`config.mk`:
```
export PLATFORM = sky130hd
export DESIGN_NAME = sorted_row_set_merge_unit_flat
export DESIGN_NICKNAME = d
export VERILOG_FILES = /design/src/srsm_pkg.sv /design/src/srsm_if.sv /design/src/srsm_fifo.sv /design/src/srsm_ctrl.sv /design/src/sorted_row_set_merge_unit.sv /design/src/flat_wrapper.sv
export SDC_FILE = /design/constraint.sdc
export NUM_CORES = 1
export LEC_CHECK = 0
export ABC_AREA = 1
export BUFFER_PORTS_ARGS = -buffer_cell sky130_fd_sc_hd__clkbuf_2
export CAP_MARGIN = 10
export CORE_MARGIN = 1.5
export CORE_UTILIZATION = 25
export CTS_CLUSTER_DIAMETER = 30
export DETAILED_ROUTE_END_ITERATION = 10
export PLACE_DENSITY = 0.36
export RECOVER_POWER = 50
export SLEW_MARGIN = 5
export SYNTH_ARGS = -nofsm -noshare
export SYNTH_HDL_FRONTEND = slang
export SYNTH_SLANG_ARGS = --single-unit
```
`constraint.sdc`:
```
create_clock -name clk -period 3.4 [get_ports clk]
set_clock_uncertainty 0.05 [all_clocks]
set_input_delay 0.68 -clock clk [delete_from_list [all_inputs] [get_ports clk]]
set_output_delay 0.68 -clock clk [all_outputs]
set_load 0.005 [all_outputs]
```
`src/srsm_pkg.sv`:
```
// Package: shared types for the sorted row set merge unit
`timescale 1ns / 1ps
package srsm_pkg;

	typedef enum logic [1:0] {
		ST_IDLE,
		ST_FETCH,
		ST_CMP,
		ST_FLUSH
	} st_t;

	typedef enum logic {
		MODE_UNION = 1'b0,
		MODE_INTERSECT = 1'b1
	} mode_t;

	typedef enum logic {
		SIDE_LEFT = 1'b0,
		SIDE_RIGHT = 1'b1
	} side_t;

	typedef struct packed {
		logic push;
		logic pop;
		logic rewind;
	} fifo_cmd_t;

	typedef struct packed {
		logic empty;
		logic full;
	} fifo_stat_t;

	typedef struct packed {
		logic put;
		logic elem;
		logic last;
	} res_ctl_t;

endpackage

```
`src/srsm_if.sv`:
```
// Interfaces: input item channel and result channel
`timescale 1ns / 1ps
interface srsm_in_if #(
	parameter int OFFSET_BITS = 24
);
	logic                   valid;
	logic                   ready;
	logic                   side;
	logic                   has_element;
	logic [OFFSET_BITS-1:0] row_offset;
	logic                   side_last;

	modport source (output valid, side, has_element, row_offset, side_last, input ready);
	modport sink (input valid, side, has_element, row_offset, side_last, output ready);
endinterface

interface srsm_out_if #(
	parameter int OFFSET_BITS = 24
);
	logic                   valid;
	logic                   ready;
	logic                   out_valid;
	logic [OFFSET_BITS-1:0] out_offset;
	logic                   out_last;
	logic                   overflow_error;

	modport source (output valid, out_valid, out_offset, out_last, overflow_error, input ready);
	modport sink (input valid, out_valid, out_offset, out_last, overflow_error, output ready);
endinterface

```
`src/srsm_fifo.sv`:
```
// Side FIFO: circular buffer with registered head read
`timescale 1ns / 1ps
module srsm_fifo #(
	parameter int DEPTH = 16,
	parameter int WIDTH = 24
) (
	input  logic                  clk,
	input  logic                  arst_n,
	input  srsm_pkg::fifo_cmd_t   cmd,
	input  logic [WIDTH-1:0]      wr_data,
	output srsm_pkg::fifo_stat_t  stat,
	output logic [WIDTH-1:0]      rd_data
);
	localparam int PW = (DEPTH > 1) ? $clog2(DEPTH) : 1;
	localparam int CW = $clog2(DEPTH + 1);

	logic [WIDTH-1:0] mem [DEPTH];
	logic [PW-1:0]    head_q;
	logic [PW-1:0]    tail_q;
	logic [CW-1:0]    cnt_q;
	logic [WIDTH-1:0] rd_q;
	logic             do_push;
	logic             do_pop;

	function automatic logic [PW-1:0] wrap_inc(input logic [PW-1:0] p);
		if (p == PW'(DEPTH - 1))
			return '0;
		return p + PW'(1);
	endfunction

	assign stat.empty = (cnt_q == '0);
	assign stat.full  = (cnt_q == CW'(DEPTH));
	assign do_push    = cmd.push && !stat.full;
	assign do_pop     = cmd.pop && !stat.empty;
	assign rd_data    = rd_q;

	always_ff @(posedge clk or negedge arst_n) begin
		if (!arst_n) begin
			head_q <= '0;
			tail_q <= '0;
			cnt_q  <= '0;
		end else if (cmd.rewind) begin
			head_q <= '0;
			tail_q <= '0;
			cnt_q  <= '0;
		end else begin
			if (do_push)
				tail_q <= wrap_inc(tail_q);
			if (do_pop)
				head_q <= wrap_inc(head_q);
			if (do_push && !do_pop)
				cnt_q <= cnt_q + CW'(1);
			else if (do_pop && !do_push)
				cnt_q <= cnt_q - CW'(1);
		end
	end

	always_ff @(posedge clk) begin
		if (do_push)
			mem[tail_q] <= wr_data;
		rd_q <= mem[head_q];
	end

endmodule

```
`src/srsm_ctrl.sv`:
```
// Merge sequencer: one head compare per pass, result hold, end detection
`timescale 1ns / 1ps
module srsm_ctrl #(
	parameter int OFFSET_BITS = 24
) (
	input  logic                   clk,
	input  logic                   arst_n,
	input  logic                   in_valid,
	output logic                   in_ready,
	input  logic                   side,
	input  logic                   has_element,
	input  logic                   side_last,
	input  logic                   merge_mode,
	output srsm_pkg::fifo_cmd_t    l_cmd,
	output srsm_pkg::fifo_cmd_t    r_cmd,
	input  srsm_pkg::fifo_stat_t   l_stat,
	input  srsm_pkg::fifo_stat_t   r_stat,
	input  logic [OFFSET_BITS-1:0] l_data,
	input  logic [OFFSET_BITS-1:0] r_data,
	input  logic                   slot_free,
	output srsm_pkg::res_ctl_t     res,
	output logic [OFFSET_BITS-1:0] res_offset,
	output logic                   overflow
);
	srsm_pkg::st_t    st_q, st_d;
	srsm_pkg::mode_t  mode_q;
	logic             l_end_q, r_end_q;
	logic             err_q;
	logic             held_vld_q;
	logic [OFFSET_BITS-1:0] held_off_q;

	logic             accept;
	logic             side_open;
	logic             is_union;
	logic             emit;
	logic [OFFSET_BITS-1:0] emit_off;
	logic             pop_l, pop_r;
	logic             cmp_stall;
	logic             complete;
	logic             flush_need;

	assign accept    = in_valid && in_ready;
	assign side_open = (side == srsm_pkg::SIDE_LEFT) ? !l_end_q : !r_end_q;
	assign is_union  = (mode_q == srsm_pkg::MODE_UNION);
	assign complete  = l_end_q && r_end_q && l_stat.empty && r_stat.empty;
	assign flush_need = complete || held_vld_q;
	assign overflow  = err_q;

	always_comb begin
		emit     = 1'b0;
		emit_off = l_data;
		pop_l    = 1'b0;
		pop_r    = 1'b0;
		if (!l_stat.empty && !r_stat.empty) begin
			if (l_data < r_data) begin
				emit  = is_union;
				pop_l = 1'b1;
			end else if (l_data > r_data) begin
				emit     = is_union;
				emit_off = r_data;
				pop_r    = 1'b1;
			end else begin
				emit  = 1'b1;
				pop_l = 1'b1;
				pop_r = 1'b1;
			end
		end else if (!l_stat.empty && r_end_q) begin
			emit  = is_union;
			pop_l = 1'b1;
		end else if (!r_stat.empty && l_end_q) begin
			emit     = is_union;
			emit_off = r_data;
			pop_r    = 1'b1;
		end
	end

	assign cmp_stall = emit && held_vld_q && !slot_free;

	always_ff @(posedge clk or negedge arst_n) begin
		if (!arst_n)
			st_q <= srsm_pkg::ST_IDLE;
		else
			st_q <= st_d;
	end

	always_comb begin
		st_d       = st_q;
		in_ready   = 1'b0;
		l_cmd      = '0;
		r_cmd      = '0;
		res        = '0;
		res_offset = held_off_q;
		unique case (st_q)
			srsm_pkg::ST_IDLE: begin
				in_ready   = 1'b1;
				l_cmd.push = in_valid && has_element && !l_end_q &&
				             (side == srsm_pkg::SIDE_LEFT);
				r_cmd.push = in_valid && has_element && !r_end_q &&
				             (side == srsm_pkg::SIDE_RIGHT);
				if (in_valid)
					st_d = srsm_pkg::ST_FETCH;
			end
			srsm_pkg::ST_FETCH: begin
				st_d = srsm_pkg::ST_CMP;
			end
			srsm_pkg::ST_CMP: begin
				if (!pop_l && !pop_r) begin
					st_d = srsm_pkg::ST_FLUSH;
				end else if (!cmp_stall) begin
					l_cmd.pop = pop_l;
					r_cmd.pop = pop_r;
					res.put   = emit && held_vld_q;
					res.elem  = 1'b1;
					st_d      = srsm_pkg::ST_FETCH;
				end
			end
			srsm_pkg::ST_FLUSH: begin
				if (!flush_need || slot_free) begin
					res.put      = flush_need;
					res.elem     = held_vld_q;
					res.last     = complete;
					res_offset   = held_vld_q ? held_off_q : '0;
					l_cmd.rewind = complete;
					r_cmd.rewind = complete;
					st_d         = srsm_pkg::ST_IDLE;
				end
			end
			default: st_d = srsm_pkg::ST_IDLE;
		endcase
	end

	always_ff @(posedge clk or negedge arst_n) begin
		if (!arst_n) begin
			mode_q     <= srsm_pkg::MODE_UNION;
			l_end_q    <= 1'b0;
			r_end_q    <= 1'b0;
			err_q      <= 1'b0;
			held_vld_q <= 1'b0;
		end else begin
			if (accept) begin
				mode_q <= srsm_pkg::mode_t'(merge_mode);
				if (side_open && has_element &&
				    (((side == srsm_pkg::SIDE_LEFT) && l_stat.full) ||
				     ((side == srsm_pkg::SIDE_RIGHT) && r_stat.full)))
					err_q <= 1'b1;
				if (side_open && side_last) begin
					if (side == srsm_pkg::SIDE_LEFT)
						l_end_q <= 1'b1;
					else
						r_end_q <= 1'b1;
				end
			end
			if (st_q == srsm_pkg::ST_CMP && (pop_l || pop_r) && !cmp_stall && emit)
				held_vld_q <= 1'b1;
			if (st_q == srsm_pkg::ST_FLUSH && (!flush_need || slot_free)) begin
				held_vld_q <= 1'b0;
				if (complete) begin
					l_end_q <= 1'b0;
					r_end_q <= 1'b0;
				end
			end
		end
	end

	always_ff @(posedge clk) begin
		if (st_q == srsm_pkg::ST_CMP && emit && !cmp_stall)
			held_off_q <= emit_off;
	end

endmodule

```
`src/sorted_row_set_merge_unit.sv`:
```
// Top level: sorted row set merge unit (union / intersection of two lists)
//
//   channel  dir  handshake        beat contents
//   in_ch    in   valid / ready    side, has_element, row_offset, side_last
//   out_ch   out  valid / ready    out_valid, out_offset, out_last, overflow_error
//   cfg      in   cfg_we           cfg_wdata -> merge_mode (0 union, 1 intersection)
//
// An input beat passes through accept, fetch, final compare and flush, with a further
// fetch and compare after each popping head compare, as the FIFO head reads are registered
// (at most FIFO_DEPTH + 1 popping compares per beat).
// Results leave through a one-beat output register; a result waits in a hold register
// until the next emitted result or the flush, so the last beat of a merge can carry out_last.
// A stalled output stalls the compare loop; in_ch.ready is high only between items.
// Reset clears control state, counts and the sticky overflow flag; FIFO data is not cleared.
`timescale 1ns / 1ps
module sorted_row_set_merge_unit #(
	parameter int FIFO_DEPTH  = 16,
	parameter int OFFSET_BITS = 24
) (
	input  logic        clk,
	input  logic        arst_n,
	srsm_in_if.sink     in_ch,
	srsm_out_if.source  out_ch,
	input  logic        cfg_we,
	input  logic        cfg_wdata
);
	logic                   mode_q;
	srsm_pkg::fifo_cmd_t    l_cmd, r_cmd;
	srsm_pkg::fifo_stat_t   l_stat, r_stat;
	logic [OFFSET_BITS-1:0] l_data, r_data;
	srsm_pkg::res_ctl_t     res;
	logic [OFFSET_BITS-1:0] res_offset;
	logic                   overflow;
	logic                   slot_free;

	logic                   out_vld_q;
	logic                   out_elem_q;
	logic [OFFSET_BITS-1:0] out_off_q;
	logic                   out_last_q;
	logic                   out_err_q;

	always_ff @(posedge clk or negedge arst_n) begin
		if (!arst_n)
			mode_q <= 1'b0;
		else if (cfg_we)
			mode_q <= cfg_wdata;
	end

	srsm_fifo #(
		.DEPTH (FIFO_DEPTH),
		.WIDTH (OFFSET_BITS)
	) u_left (
		.clk     (clk),
		.arst_n  (arst_n),
		.cmd     (l_cmd),
		.wr_data (in_ch.row_offset),
		.stat    (l_stat),
		.rd_data (l_data)
	);

	srsm_fifo #(
		.DEPTH (FIFO_DEPTH),
		.WIDTH (OFFSET_BITS)
	) u_right (
		.clk     (clk),
		.arst_n  (arst_n),
		.cmd     (r_cmd),
		.wr_data (in_ch.row_offset),
		.stat    (r_stat),
		.rd_data (r_data)
	);

	srsm_ctrl #(
		.OFFSET_BITS (OFFSET_BITS)
	) u_ctrl (
		.clk         (clk),
		.arst_n      (arst_n),
		.in_valid    (in_ch.valid),
		.in_ready    (in_ch.ready),
		.side        (in_ch.side),
		.has_element (in_ch.has_element),
		.side_last   (in_ch.side_last),
		.merge_mode  (mode_q),
		.l_cmd       (l_cmd),
		.r_cmd       (r_cmd),
		.l_stat      (l_stat),
		.r_stat      (r_stat),
		.l_data      (l_data),
		.r_data      (r_data),
		.slot_free   (slot_free),
		.res         (res),
		.res_offset  (res_offset),
		.overflow    (overflow)
	);

	assign slot_free = !out_vld_q || out_ch.ready;

	always_ff @(posedge clk or negedge arst_n) begin
		if (!arst_n)
			out_vld_q <= 1'b0;
		else if (res.put)
			out_vld_q <= 1'b1;
		else if (out_ch.ready)
			out_vld_q <= 1'b0;
	end

	always_ff @(posedge clk) begin
		if (res.put) begin
			out_elem_q <= res.elem;
			out_off_q  <= res_offset;
			out_last_q <= res.last;
			out_err_q  <= overflow;
		end
	end

	assign out_ch.valid          = out_vld_q;
	assign out_ch.out_valid      = out_elem_q;
	assign out_ch.out_offset     = out_off_q;
	assign out_ch.out_last       = out_last_q;
	assign out_ch.overflow_error = out_err_q;

endmodule
```
`src/flat_wrapper.sv`:
```
// flat-port wrapper written by rule: the top's interface ports become plain ports
module sorted_row_set_merge_unit_flat 
#(
	parameter int FIFO_DEPTH  = 16,
	parameter int OFFSET_BITS = 24
)
  (clk, arst_n, cfg_we, cfg_wdata, in_ch_valid, in_ch_side, in_ch_has_element, in_ch_row_offset, in_ch_side_last, in_ch_ready, out_ch_valid, out_ch_out_valid, out_ch_out_offset, out_ch_out_last, out_ch_overflow_error, out_ch_ready);
  srsm_in_if #(.OFFSET_BITS(OFFSET_BITS)) in_ch_i ();
  srsm_out_if #(.OFFSET_BITS(OFFSET_BITS)) out_ch_i ();
  input  logic clk;
  input  logic arst_n;
  input  logic cfg_we;
  input  logic cfg_wdata;
  input wire logic [$bits(in_ch_i.valid)-1:0] in_ch_valid;
  input wire logic [$bits(in_ch_i.side)-1:0] in_ch_side;
  input wire logic [$bits(in_ch_i.has_element)-1:0] in_ch_has_element;
  input wire logic [$bits(in_ch_i.row_offset)-1:0] in_ch_row_offset;
  input wire logic [$bits(in_ch_i.side_last)-1:0] in_ch_side_last;
  output wire logic [$bits(in_ch_i.ready)-1:0] in_ch_ready;
  output wire logic [$bits(out_ch_i.valid)-1:0] out_ch_valid;
  output wire logic [$bits(out_ch_i.out_valid)-1:0] out_ch_out_valid;
  output wire logic [$bits(out_ch_i.out_offset)-1:0] out_ch_out_offset;
  output wire logic [$bits(out_ch_i.out_last)-1:0] out_ch_out_last;
  output wire logic [$bits(out_ch_i.overflow_error)-1:0] out_ch_overflow_error;
  input wire logic [$bits(out_ch_i.ready)-1:0] out_ch_ready;
  assign in_ch_i.valid = in_ch_valid;
  assign in_ch_i.side = in_ch_side;
  assign in_ch_i.has_element = in_ch_has_element;
  assign in_ch_i.row_offset = in_ch_row_offset;
  assign in_ch_i.side_last = in_ch_side_last;
  assign in_ch_ready = in_ch_i.ready;
  assign out_ch_valid = out_ch_i.valid;
  assign out_ch_out_valid = out_ch_i.out_valid;
  assign out_ch_out_offset = out_ch_i.out_offset;
  assign out_ch_out_last = out_ch_i.out_last;
  assign out_ch_overflow_error = out_ch_i.overflow_error;
  assign out_ch_i.ready = out_ch_ready;
  sorted_row_set_merge_unit #(.FIFO_DEPTH(FIFO_DEPTH), .OFFSET_BITS(OFFSET_BITS)) u_core (.clk(clk), .arst_n(arst_n), .in_ch(in_ch_i), .out_ch(out_ch_i), .cfg_we(cfg_we), .cfg_wdata(cfg_wdata));
endmodule
```
==> run summary, run 1 <==
Final Hold Viols: 0
Largest net degree at the start of global routing: 133
Slowest stage delay, CP: 0.76 ns
Cell mode on critical path: nand2_1
Slew Limit Fails: 564
Vias in the first global route: 23320
CP Launch Type: flop
Synth Area in Compound Gates: 0.09460
Synth warn: 0
Setup TNS: 0 ns
Failing checks: max-capacitance violations, max-slew violations
Share of cells above drive strength 1: 0.1719
Via density: 4.561
Crit-path cells: nor2_1 > nand4_1 > clkinv_1 > nand3_1 > o21ai_0 > nand2_1 > nand2_1 > inv_2 > nand2_1 > nand2_1 > inv_1
DRT iter0 DRCs: 1590
Cells on worst reg2reg path: 11
Number of buffers added on ports: 61
Crit path max-delay cell type: nand2_1
Post-route clock period utilization: 0.8848
Worst Max-Slew Pin Slew: 2.305 ns
Final setup fails: 0
WHS: 0.06924 ns
Max Buffers Root-to-Sink: 3
Ys async rst share: 0.03880
Prevailing post-synth register cell: edfxtp_1
Busiest layer in global routing: met2
Post-synth top cells: 819 x edfxtp_1, 446 x nand2_1, 253 x nor2_1, 244 x o21ai_0, 136 x a21oi_1
First-pass GRT wire length: 160900 um
CP Class: reg2reg
# Post-CTS Setup Buffers: 0
Hold Crit Depth: 2
Total die area: 144100 um2
Share of Yosys cell area claimed by the top area cell type: 0.6938
CTS Buf Count: 216
Simple-Gate Fraction of Synth Area: 0.1043
CP Data Arrival Time: 3.57 ns
Number of synthesized register bits: 902
Layout area overhead: 31.05%
CP bufs+invs: 3
Avg WL per Cell: 22.17 um
Critical Path End Type: flop
Reg2reg start: u_core.u_left.cnt_q[3]$_DFFE_PN0P_
Number of remaining DRC errors: 0
Root buffer cell: clkbuf_16
Starting Density: 0.2531
Slew HR: -0.5364
CP Max Fanout: 24
Multiplexer share of the synthesized area: 0.007307
Max_cap viols: 18
Reg2reg end: u_core.out_ch.out_offset[0]$_DFFE_PP_
Status: finished, violations left
CTS tree: built
Largest cells by area after synthesis: edfxtp_1 69%, nand2_1 4.7%, o21ai_0 3.4%
Gr ovfl total: 0
Global placement routability congestion: 0.7686
Worst slack, placed: 0.2733 ns
Worst ir drop on vdd: 0.5508 mV
Register area share after synthesis: 0.7456
Most frequent cell after synthesis: edfxtp_1
CTS H-tree depth: 4
FMAX: 332.4 MHz
Gate Count Post-Synth: 2712
Clk slew on worst S/H paths: 0.04 ns
Row count: 137
CTS Sinks: 902
Pwr Density: 955.0 nW/um2
Met2 Usage GRT: 0.2394
Post-synthesis xor/xnor area fraction: 0.002718
Post-synthesis cell type count: 46
CP Data Required Time: 3.96 ns
Area of the core: 140000 um2
Min-Delay Endpoint: u_core.mode_q$_DFFE_PN0P_
Post-DP HPWL: 61700 um
Post-layout min period: 3.008 ns
CTS Hold Bufs: 0
Skew-Pair Late Insertion Delay: 0.79 ns
Nets: 2998
Met1 Use GR: 0.2113
DRT Pass-1 Iters: 5
Finished Layout Cells: 4989
WL final: 110600 um
Mean Syn Cell Area: 13.07 um2
Final Worst Setup Slack: 0.3915 ns
Synth area leader: edfxtp_1
R2r setup slk: 0.39 ns
Worst min path class: in2reg
Placed Instances: 4580
Die W: 379.5 um
Post-Syn Area: 35450 um2
Antenna Nets Post-Route: 0
Crit path max-delay family: simple AND/OR/NAND/NOR gates
I/O pin total: 62
Largest family of logic cells by synthesized area: simple AND/OR/NAND/NOR gates
Antenna violations before repair: 0
Overall routing resource usage: 0.1521
Hold path startpoint: cfg_we
Net count after synthesis: 2788
Vias: 22760
Post-synth EDFFs: 819
GRT met3 Usage: 0.02619
Pleak: 16.36 nW
Synth Area in Adders: 0.01560
Die Span Y: 379.5 um
RSZ-0062 raised after global routing: false
[registers in the layout, summed over array words and instances (netlist names), 2 cells and up]
| name | cells |
|---|---|
| u_core.u_right.mem | 384 |
| u_core.u_left.cnt_q | 5 |
| u_core.u_left.head_q | 4 |
| u_core.u_ctrl.st_q | 2 |
| u_core.u_left.mem | 384 |
| u_core.u_right.rd_data | 24 |
| u_core.u_ctrl.held_off_q | 24 |
| u_core.u_right.tail_q | 4 |
| u_core.u_left.rd_data | 24 |
| u_core.u_left.tail_q | 4 |
| u_core.u_right.head_q | 4 |
| u_core.out_ch.out_offset | 24 |
| u_core.u_right.cnt_q | 5 |
[cells in the final DEF, fill, tap and decap left out, drive strengths merged, types with 42 or more instances in the layout]
| cell | Yosys | layout |
|---|---|---|
| a221oi | 58 | 58 |
| nor2 | 255 | 255 |
| bufinv | 0 | 42 |
| inv | 121 | 127 |
| buf | 35 | 74 |
| clkinv | 1 | 87 |
| edfxtp | 819 | 819 |
| nand3 | 114 | 114 |
| o21ai | 272 | 272 |
| nand4 | 51 | 51 |
| o22ai | 62 | 62 |
| a21oi | 137 | 137 |
| dfxtp | 48 | 48 |
| nand2 | 454 | 454 |
| clkbuf | 116 | 320 |
[repair_timing]
action,4_1_cts,5_1_grt
hold endpoints to repair,0,0
endpoints found under the setup margin,0,17
gates resized for setup,0,1
[stage by stage]
stage	power [mW]	util	cell area (um2)
2_1_floorplan	19.18	-	35460
3_3_place_gp	23.21	0.2777	38890
3_5_place_dp	23.28	0.2777	38890
4_1_cts	45.07	0.3328	46610
5_1_grt	46.50	0.3317	46450
6_report	44.36	0.3317	46450
[kinds of logic after synthesis]
logic type      after synthesis
compound gates              576
xor+xnor                     11
fa+ha+maj                    43
buf+inv                     273
flops                       902
mux                          23
simple gates                884
[report_power, final]
group | switching, mW | total (mW) | internal [mW] | leakage (nW)
combinational | 6.60 | 9.35 | 2.75 | 4.43
clock | 6.43 | 21.5 | 15.1 | 3.73
sequential | 0.532 | 13.5 | 13.0 | 8.20
[layer usage]
layer / wire [um] / share of wire
met1: 52310 / 0.47
met2: 50740 / 0.46
met3: 5057 / 0.046
met4: 2502 / 0.023
met5: 0 / 0
[area by class of cell]
type                       instances  area, um2
antenna                            1      2.502
clock buffer                     251       5702
clock inverter                   157       2017
fill                           13710      93590
inverter                         122      467.9
multi-input combinational       1537       8187
sequential                       902      26440
tap                             1876       2347
timing repair buffer             143       1289
[how the worst max path moves through the flow]
stage,from,end,depth (start not counted)
floorplan,u_core.u_right.rd_data[15]$_DFF_P_,u_core.out_ch.out_last$_SDFFCE_PN0P_,14
global placement,in_ch_side,u_core.u_left.cnt_q[4]$_DFFE_PN0P_,12
detailed placement,u_core.u_right.rd_data[7]$_DFF_P_,u_core.out_ch.out_offset[6]$_DFFE_PP_,13
CTS,u_core.u_right.rd_data[7]$_DFF_P_,u_core.out_ch.out_offset[8]$_DFFE_PP_,13
global route,u_core.u_left.cnt_q[3]$_DFFE_PN0P_,u_core.out_ch.out_offset[8]$_DFFE_PP_,11
finish,u_core.u_left.cnt_q[3]$_DFFE_PN0P_,u_core.out_ch.out_offset[0]$_DFFE_PP_,11
Power figures use the tool's default switching activity.
==> inputs of run 2 (changes only) <==
--- a/config.mk
+++ b/config.mk
@@ -8,11 +8,13 @@
 export ABC_AREA = 1
 export BUFFER_PORTS_ARGS = -buffer_cell sky130_fd_sc_hd__clkbuf_2
 export CAP_MARGIN = 10
+export CELL_PAD_IN_SITES_DETAIL_PLACEMENT = 1
+export CELL_PAD_IN_SITES_GLOBAL_PLACEMENT = 1
 export CORE_MARGIN = 1.5
-export CORE_UTILIZATION = 25
+export CORE_UTILIZATION = 47
 export CTS_CLUSTER_DIAMETER = 30
 export DETAILED_ROUTE_END_ITERATION = 10
-export PLACE_DENSITY = 0.36
+export PLACE_DENSITY = 0.71
 export RECOVER_POWER = 50
 export SLEW_MARGIN = 5
 export SYNTH_ARGS = -nofsm -noshare
==> run 2 against run 1 <==
Against the previous run: the run still ends with max-capacitance violations, max-slew violations left; first-iteration DRC count is 35% higher; worst setup slack worse by 0.21 ns; sequential share of layout area is 4.7 points higher; critical path depth is 4 lower; sequential power hardly changed; register-to-register slack worse by 0.21 ns; final cell count is 20% lower.
==> run summary, run 2 (synthesized netlist as in run 1, its figures left out) <==
Status: finished, violations left
Failing checks: max-capacitance violations, max-slew violations
Max Buffers Root-to-Sink: 3
Share of cells above drive strength 1: 0.1501
Nets: 2943
Starting Density: 0.4753
Die W: 277.6 um
Layout area overhead: 21.06%
CTS tree: built
R2r setup slk: 0.18 ns
Number of remaining DRC errors: 0
FMAX: 310.8 MHz
Antenna Nets Post-Route: 0
Post-route clock period utilization: 0.9465
Worst ir drop on vdd: 0.6114 mV
Antenna violations before repair: 1
CTS H-tree depth: 4
N_diodes: 0
Vias in the first global route: 25580
Worst Max-Slew Pin Slew: 2.030 ns
Commonest non-fill, non-tap cell in the layout: edfxtp_1
Placed Instances: 3671
WL final: 105500 um
CP Class: reg2reg
Slew HR: -0.3534
RSZ-0062 raised after global routing: false
CP Launch Type: flop
DRT Pass-1 Iters: 5
Via density: 5.986
Vias: 23780
CTS Sinks: 902
# Post-CTS Setup Buffers: 0
Final Util: 0.5754
Post-DP HPWL: 58780 um
Area post-placement: 37280 um2
CTS Buf Count: 163
Worst min path class: in2reg
Total die area: 77080 um2
CP Data Required Time: 3.90 ns
Clk slew on worst S/H paths: 0.05 ns
Crit path max-delay cell type: dfrtp_1
WHS: 0.1171 ns
Final setup fails: 0
Row count: 100
Area of the core: 74570 um2
Slew Limit Fails: 531
Most frequent cells in the layout: 819 x edfxtp_1, 446 x nand2_1, 251 x o21ai_0
Cell mode on critical path: clkbuf_2
CP Max Fanout: 28
Critical Path End Type: flop
Final Hold Viols: 0
Biggest regs: u_core.u_left.mem x384, u_core.u_right.mem x384
Setup TNS: 0 ns
I/O pin total: 62
Gr ovfl total: 0
Die Span Y: 277.6 um
Global placement routability congestion: 0.8119
Number of buffers added on ports: 61
Post-layout min period: 3.218 ns
Avg WL per Cell: 26.56 um
Max_cap viols: 18
DRT iter0 DRCs: 2148
Pwr Density: 919.8 nW/um2
Skew-Pair Late Insertion Delay: 0.75 ns
Overall routing resource usage: 0.2750
Crit-path cells: clkbuf_2 > inv_1 > clkbuf_2 > o21ai_0 > o221ai_1 > nand4_1 > nand2_1
Slowest stage delay, CP: 0.98 ns
CP Data Arrival Time: 3.71 ns
First-pass GRT wire length: 158700 um
Design Area, Final: 42910 um2
Largest net degree at the start of global routing: 156
Pleak: 15.34 nW
Root buffer cell: clkbuf_16
Finished Layout Cells: 3973
-- run 2: cell types whose count changed in the layout (fill, tap and decap cells not counted), moves of 5 or more --
cell        before  now
clkinv_2        46   26
buf_12          36   13
clkinvlp_4      23   13
clkbuf_16      220  164
clkbuf_1        73   64
buf_4           38   58
clkinv_1        31   21
nor2_4          31    5
nor2_2           1   29
bufinv_16       42   23
inv_2           10   15
-- run 2: path summary, 6_finish.rpt --
check | start | end | cells past startpoint
max | u_core.u_left.head_q[1]$_DFFE_PN0P_ | u_core.u_left.rd_data[4]$_DFF_P_ | 7
min | cfg_we | u_core.mode_q$_DFFE_PN0P_ | 2
max reg2reg | u_core.u_left.head_q[1]$_DFFE_PN0P_ | u_core.u_left.rd_data[4]$_DFF_P_ | 7
min reg2reg | u_core.u_ctrl.overflow$_DFFE_PN0P_ | u_core.out_ch.overflow_error$_DFFE_PP_ | 0
max in group asynchronous | arst_n | u_core.u_left.head_q[0]$_DFFE_PN0P_ | 1
min in group asynchronous | arst_n | u_core.u_right.cnt_q[1]$_DFFE_PN0P_ | 1
-- run 2: per-stage QoR --
stage | power, mW | worst slack, ns
after global routing | 40.94 | 0.04429
after floorplan | 19.18 | 0.1782
after global placement | 22.22 | 0.3295
after detailed placement | 22.69 | 0.2766
after CTS | 39.64 | 0.1419
final | 39.47 | 0.1821
-- run 2: layout make-up --
class | instances | area (um2)
Clock inverter | 114 | 1474
Tap cell | 969 | 1212
Inverter | 122 | 460.4
Sequential cell | 902 | 26440
Timing Repair Buffer | 141 | 997.2
Clock buffer | 188 | 4254
Multi-Input combinational cell | 1537 | 8073
Fill cell | 7199 | 31660
-- run 2: timing repair --
action | CTS | global route
endpoints found under the setup margin | 0 | 27
hold buffers | 0 | 0
resized for setup | 0 | 1
-- run 2: power breakdown --
part           total, mW  switching [mW]  internal (mW)  leakage, nW
clock network       16.7            5.84           10.8         2.76
logic               9.22            6.51           2.71         4.38
registers           13.6           0.608           13.0         8.20
total               39.5            13.0           26.5         15.3
-- run 2: per-layer routing --
metal | part of all wire | vias up | track usage
met2 | 0.50 | 961 | 0.4593
met1 | 0.41 | 12320 | 0.3583
met4 | 0.029 | 2 | 0.1030
li1 | - | 10310 | -
met5 | 0.000076 | - | 0
met3 | 0.066 | 192 | 0.05205
-- run 2: critical path, delay by kind of cell (launching register included) --
family | cells | cell delay, ns
AO/OA/AOI/OAI | 2 | 0.44
flip-flops | 1 | 0.98
AND/OR/NAND/NOR | 2 | 0.34
buffers and inverters | 3 | 1.19
